`src/rtl/core/best_fit_buffer_cache_macros.svh`:
```
// assertion macros shared by the best-fit buffer cache rtl
// expects clk and arst_n in the scope of each use
`ifndef BEST_FIT_BUFFER_CACHE_MACROS_SVH
`define BEST_FIT_BUFFER_CACHE_MACROS_SVH

// checked only out of reset
`define BFBC_ASSERT(lbl, prop, msg) \
	lbl: assert property (@(posedge clk) disable iff (!arst_n) prop) else $error(msg);

// checked at every edge, reset included
`define BFBC_ASSERT_ALWAYS(lbl, prop, msg) \
	lbl: assert property (@(posedge clk) prop) else $error(msg);

`endif

```
`src/rtl/core/bfbc_pkg.sv`:
```
// types, constants and codes of the best-fit buffer cache
// no dependencies; used by bfbc_cell, bfbc_chain and best_fit_buffer_cache
`default_nettype none

package bfbc_pkg;

	localparam int TABLE_DEPTH = 16;
	localparam int CNT_W       = $clog2(TABLE_DEPTH + 1);
	localparam int LIM_W       = (CNT_W > 5) ? CNT_W : 5;
	localparam int SIZE_W      = 32;
	localparam int HANDLE_W    = 48;
	localparam int CFG_IDX_W   = 2;

	// register indexes of the configuration port
	localparam logic [CFG_IDX_W-1:0] REG_BUFFER_LIMIT = 2'd0;
	localparam logic [CFG_IDX_W-1:0] REG_BYTE_LIMIT   = 2'd1;

	localparam logic [4:0]        BUF_LIMIT_RESET  = 5'd16;
	localparam logic [SIZE_W-1:0] BYTE_LIMIT_RESET = '1;
	localparam logic [31:0]       SAT_MAX          = '1;

	typedef enum logic [1:0] {
		CMD_GET    = 2'd0,
		CMD_RETURN = 2'd1,
		CMD_CLEAR  = 2'd2,
		CMD_NOP    = 2'd3
	} cmd_t;

	// operation broadcast to every cell of the chain
	typedef enum logic [1:0] {
		OP_HOLD   = 2'd0,
		OP_REMOVE = 2'd1,
		OP_INSERT = 2'd2,
		OP_POP    = 2'd3
	} cell_op_t;

	typedef struct packed {
		logic [1:0]          command;
		logic [SIZE_W-1:0]   request_size;
		logic [HANDLE_W-1:0] handle_in;
	} req_t;

	typedef struct packed {
		logic                hit;
		logic [HANDLE_W-1:0] out_handle;
		logic                released_valid;
		logic                evicted_valid;
		logic [HANDLE_W-1:0] evicted_handle;
		logic                kept;
		logic [4:0]          cached_count;
		logic [31:0]         cached_total;
		logic [31:0]         hit_total;
		logic [31:0]         miss_total;
		logic                last;
	} rsp_t;

	typedef struct packed {
		logic [SIZE_W-1:0]   size;
		logic [HANDLE_W-1:0] handle;
	} entry_t;

	typedef struct packed {
		cell_op_t            op;
		logic                strict;
		logic [SIZE_W-1:0]   key;
		logic [HANDLE_W-1:0] handle_new;
	} cell_ctl_t;

endpackage

`default_nettype wire

```
`src/rtl/core/bfbc_cell.sv`:
```
// one cell of the sorted buffer chain: holds one size and handle
// depends on bfbc_pkg
`default_nettype none

module bfbc_cell (
	input  wire logic               clk,
	input  wire bfbc_pkg::cell_ctl_t ctl,
	input  wire logic               occ,
	input  wire logic               flag_lo,
	input  wire bfbc_pkg::entry_t   lower,
	input  wire bfbc_pkg::entry_t   upper,
	output bfbc_pkg::entry_t        entry,
	output logic                    flag,
	output logic                    first
);

	bfbc_pkg::entry_t entry_q;
	logic             cmp;

	// empty cells always sit past the key, so flags rise once along the chain
	always_comb begin
		if (ctl.strict) begin
			cmp = entry_q.size > ctl.key;
		end else begin
			cmp = entry_q.size >= ctl.key;
		end
		flag  = !occ || cmp;
		first = flag && !flag_lo;
	end

	assign entry = entry_q;

	// shift toward the head on remove or pop, away from it on insert
	always_ff @(posedge clk) begin
		case (ctl.op)
			bfbc_pkg::OP_REMOVE: begin
				if (flag) begin
					entry_q <= upper;
				end
			end
			bfbc_pkg::OP_INSERT: begin
				if (first) begin
					entry_q <= {ctl.key, ctl.handle_new};
				end else if (flag) begin
					entry_q <= lower;
				end
			end
			bfbc_pkg::OP_POP: begin
				entry_q <= upper;
			end
			default: begin
				entry_q <= entry_q;
			end
		endcase
	end

endmodule

`default_nettype wire

```
`src/rtl/core/bfbc_chain.sv`:
```
// row of bfbc_cell linked to their neighbors, plus the pick of the first match
// depends on bfbc_pkg and bfbc_cell
`default_nettype none

module bfbc_chain (
	input  wire logic                       clk,
	input  wire bfbc_pkg::cell_ctl_t        ctl,
	input  wire logic [bfbc_pkg::CNT_W-1:0] count,
	output bfbc_pkg::entry_t                sel,
	output logic                            sel_occ,
	output bfbc_pkg::entry_t                head
);

	bfbc_pkg::entry_t ent   [bfbc_pkg::TABLE_DEPTH];
	bfbc_pkg::entry_t ent_lo[bfbc_pkg::TABLE_DEPTH];
	bfbc_pkg::entry_t ent_hi[bfbc_pkg::TABLE_DEPTH];
	logic [bfbc_pkg::TABLE_DEPTH-1:0] occ;
	logic [bfbc_pkg::TABLE_DEPTH-1:0] flag;
	logic [bfbc_pkg::TABLE_DEPTH-1:0] flag_lo;
	logic [bfbc_pkg::TABLE_DEPTH-1:0] first;

	genvar i;
	generate
		for (i = 0; i < bfbc_pkg::TABLE_DEPTH; i++) begin : g_cell
			// neighbor links, zero past either end
			if (i == 0) begin : g_lo_end
				assign ent_lo[i]  = '0;
				assign flag_lo[i] = 1'b0;
			end else begin : g_lo
				assign ent_lo[i]  = ent[i-1];
				assign flag_lo[i] = flag[i-1];
			end
			if (i == bfbc_pkg::TABLE_DEPTH - 1) begin : g_hi_end
				assign ent_hi[i] = '0;
			end else begin : g_hi
				assign ent_hi[i] = ent[i+1];
			end

			assign occ[i] = count > bfbc_pkg::CNT_W'(i);

			bfbc_cell u_cell (
				.clk     (clk),
				.ctl     (ctl),
				.occ     (occ[i]),
				.flag_lo (flag_lo[i]),
				.lower   (ent_lo[i]),
				.upper   (ent_hi[i]),
				.entry   (ent[i]),
				.flag    (flag[i]),
				.first   (first[i])
			);
		end
	endgenerate

	// one-hot pick of the first flagged cell: at or past the key, or past it when strict
	always_comb begin
		sel     = '0;
		sel_occ = 1'b0;
		for (int k = 0; k < bfbc_pkg::TABLE_DEPTH; k++) begin
			if (first[k]) begin
				sel     = sel | ent[k];
				sel_occ = sel_occ | occ[k];
			end
		end
	end

	assign head = ent[0];

endmodule

`default_nettype wire

```
`config.mk`:
```
export PLATFORM = sky130hd
export DESIGN_NAME = bfbc_chain
export DESIGN_NICKNAME = d
export VERILOG_FILES = /design/src/rtl/core/best_fit_buffer_cache_macros.svh /design/src/rtl/core/bfbc_pkg.sv /design/src/rtl/core/bfbc_cell.sv /design/src/rtl/core/bfbc_chain.sv
export SDC_FILE = /design/constraint.sdc
export NUM_CORES = 2
export LEC_CHECK = 0
export BUFFER_PORTS_ARGS = -buffer_cell sky130_fd_sc_hd__buf_2
export CAP_MARGIN = 20
export CORE_ASPECT_RATIO = 1.1
export CORE_MARGIN = 5
export CORE_UTILIZATION = 45
export CTS_BUF_LIST = sky130_fd_sc_hd__clkbuf_8
export CTS_CLUSTER_SIZE = 12
export DETAILED_ROUTE_END_ITERATION = 7
export PLACE_DENSITY_LB_ADDON = 0.1
export SYNTH_ARGS = -nofsm -noshare
export SYNTH_HDL_FRONTEND = slang
export SYNTH_SLANG_ARGS = --single-unit
```
`constraint.sdc`:
```
create_clock -name clk -period 23.5 [get_ports clk]
set_input_delay 2.35 -clock clk [delete_from_list [all_inputs] [get_ports clk]]
set_output_delay 2.35 -clock clk [all_outputs]
set_load 0.1 [all_outputs]
```
==> impl_metrics.csv <==
group,metric,value,unit
timing,tns,0,ns
critical_path,critPathTopFamily,"buffers and inverters",
power,max-vdd-ir-drop,91.7,µV
critical_path,reg2reg_from,"g_cell[5].u_cell.entry[69]$_DFFE_PP_",
yosys,synth_top_family_by_area,"compound AO/OA/AOI/OAI gates",
global_routing,grt_max_degree,240,
yosys,synthTopCellsByCount,"nand2_1 (1,319), edfxtp_1 (1,280), mux2i_1 (1,163), o21ai_0 (860), ha_1 (512)",
layout,drive_gt1_frac,0.0935,
die,coreArea,183000,µm²
drt,drt-initial-drc-count,9814,
yosys,synthXorXnorAreaFrac,0,
die,rows,165,
yosys,syn_nets,8557,
critical_path,crit_top_cell,"buf_2",
drt,drc,17,
die,ioPinCount,250,
die,initial_core_util,0.451,
worst_hold_path,hold_class,"register to register",
clock_tree,cts-hold-fix-buffers,0,
yosys,synth_sequential_area_ratio,0.465,
yosys,syn-instance-count,7956,
layout,multi_input_area,41000,µm²
layout,regArea,38400,µm²
timing,fin_crit,11.38,ns
layout,fin_area,89100,µm²
critical_path,crit_slowest_cell,"nor4_1",
drt,postRouteAntennaNets,0,
die,die_x,419,µm
layout,fill_cells,17100,
job,maxCapViolations,0,
yosys,synth_most_common_cell,"nand2_1",
drt,wl_per_cell,32.3,µm
critical_path,cp_max_fo,87,
timing,fmax,87.9,MHz
yosys,synth_top_flop_cell,"edfxtp_1",
die,die-area,192000,µm²
yosys,syn_area,82600,µm²
yosys,ys_warn_count,0,
timing,finalHoldViolations,0,
critical_path,startpoint_type,"primary input",
clock_tree,clockRootBuffer,"clkbuf_8",
clock_tree,clk_latency,1.04,ns
critical_path,crit_start,"ctl[63]",
yosys,yosys.area_share.adder,0.0788,
drt,vias,68900,
layout,final_cells,10400,
critical_path,crit_path_max_incr_delay,0.86,ns
yosys,ys_top_cells_by_area,"edfxtp_1 (47%), mux2i_1 (14%), ha_1 (7.8%)",
layout,largest_reg_flops,1280,
critical_path,crit_chain,"buf_2 -> inv_1 -> ha_1 -> nand4_1 -> nor4_1 -> o21ai_1 -> a31oi_1 -> o22a_1 -> o21a_4 -> buf_12 -> buf_4 -> a222oi_1 -> and3_1 -> nand3_1 -> buf_2",
yosys,synth_compound_area_frac,0.164,
global_routing,grt.total_usage,0.340,
global_routing,grt.overflow.total,0,
timing,worst_slew_pin_slew,1.18,ns
power,power_density,113,nW/µm²
drt,wirelength,338,mm
placed_design,gp_congestion,0.953,
yosys,synth_edf_count,1280,
worst_hold_path,hold_start,"g_cell[15].u_cell.entry[37]$_SDFFCE_PN0P_",
timing,max_slew_margin,0.213,
critical_path,critical_path_required,21.15,ns
drt,routed_via_density,6.59,
timing,period_share,0.484,
yosys,yosysTopAreaCellShare,0.465,
layout,layout.nets,8433,
global_routing,antenna_found_initial,33,
yosys,ys_types,76,
layout,area_growth_syn_to_layout,7.83,%
clock_tree,clockBufferDepth,3,
critical_path,cp.arrival,9.03,ns
die,die-height,459,µm
yosys,synthArstFlopShare,0,
run_status,status,"finished, violations left",
critical_path,r2r_setup_slack,17.10,ns
timing,finalSetupViolations,0,
yosys,ys_ff_latch,1280,
run_status,violations,"design-rule violations",
global_routing,grt_pass1_vias,65900,
placed_design,dpl_cell_area,85000,µm²
clock_tree,cts_tree,"built",
clock_tree,path_clk_slew,0.06,ns
power,total_power,10100,µW
yosys,yosys.area_share.simple,0.102,
clock_tree,tritoncts.num_buffers,229,
critical_path,worstPathBufferInverterCount,5,
placed_design,io_buffers,249,
yosys,synth.area.mux_share,0.148,
timing,rsz0062_at_grt,"false",
clock_tree,ctsResizeCount,0,
clock_tree,clock_sinks,1280,
drt,drtPass1Iterations,8,
clock_tree,htree_num_levels,4,
placed_design,dp.cells,10000,
yosys,syn_avg_cell_area,10.4,µm²
critical_path,criticalPathCategory,"primary input to primary output",
timing,drv_slew,0,
timing,skew,0.0731,ns
yosys,post-synth-top-area-cell,"edfxtp_1",
global_routing,grt_pass1_wl,481,mm
power,p_leak,0.0357,µW
placed_design,dp_hpwl,206,mm
critical_path,worst_setup_path_end_kind,"primary output",
clock_tree,post-cts-setup-buffers,0,
==> worst register-to-register path, delay by kind of cell, from the launching register on <==
kind            cells  cell delay, ns
compound gates      6            1.73
simple gates        1            0.44
mux                 1            0.29
buf+inv             5            2.78
fa+ha+maj           1            0.35
flops               1            0.51
==> kinds of logic (layout without fill, tap and decap cells) <==
logic type,after synthesis,in the layout
compound gates,2188,2188
fa+ha+maj,523,523
buf+inv,785,837
flops,1280,1280
mux,1212,1212
other cells,0,20
simple gates,1968,1968
==> placed cells by master (no fill, tap or decap), types with 49 or more instances in the layout <==
cell	instances
a22oi_1	174
a222oi_1	154
buf_2	249
mux2_2	49
o21ai_1	363
a22o_1	156
a21oi_1	229
nand3_1	148
o21ai_0	860
buf_4	108
nor3_1	52
edfxtp_1	1280
and3_1	51
nor2_1	157
ha_1	512
nand2_1	1316
nand4_1	115
inv_1	131
clkbuf_8	231
mux2i_1	1163
clkinv_1	60
==> area by class of cell <==
class	count	area share
diodes	20	0.000562
clock buffers	231	0.0357
clock inverters	176	0.0105
inverters	63	0.00271
multi-input cells	5891	0.460
flip-flops and latches	1280	0.431
well taps	2421	0.0340
repair buffers	367	0.0254
==> routing by layer <==
layer,routed length (µm),track usage,vias up
li1,-,-,30100
met1,136000,0.450,34000
met2,154000,0.538,3858
met3,29700,0.0572,896
met4,18900,0.176,4
met5,24,0,-
==> power breakdown <==
| group | switching [µW] | internal (µW) |
|---|---|---|
| logic | 2930 | 1240 |
| registers | 637 | 3270 |
| clock network | 1030 | 976 |
==> stage by stage <==
stage	hold WS [ns]	util	setup WS, ns
final	0.556	0.486	12.12
after global placement	0.536	0.463	11.70
after global routing	0.584	0.486	12.10
after CTS	0.560	0.486	12.30
after floorplan	0.523	-	14.49
after detailed placement	0.553	0.463	12.35
==> final timing paths <==
| check | to | cells past startpoint |
|---|---|---|
| hold / removal | g_cell[14].u_cell.entry[37]$_DFFE_PP_ | 2 |
| setup reg to reg | g_cell[5].u_cell.entry[1]$_DFFE_PP_ | 14 |
| setup / recovery | sel[30] | 15 |
| hold reg to reg | g_cell[14].u_cell.entry[37]$_DFFE_PP_ | 2 |
Note: power is estimated with default switching activity, not from simulation.
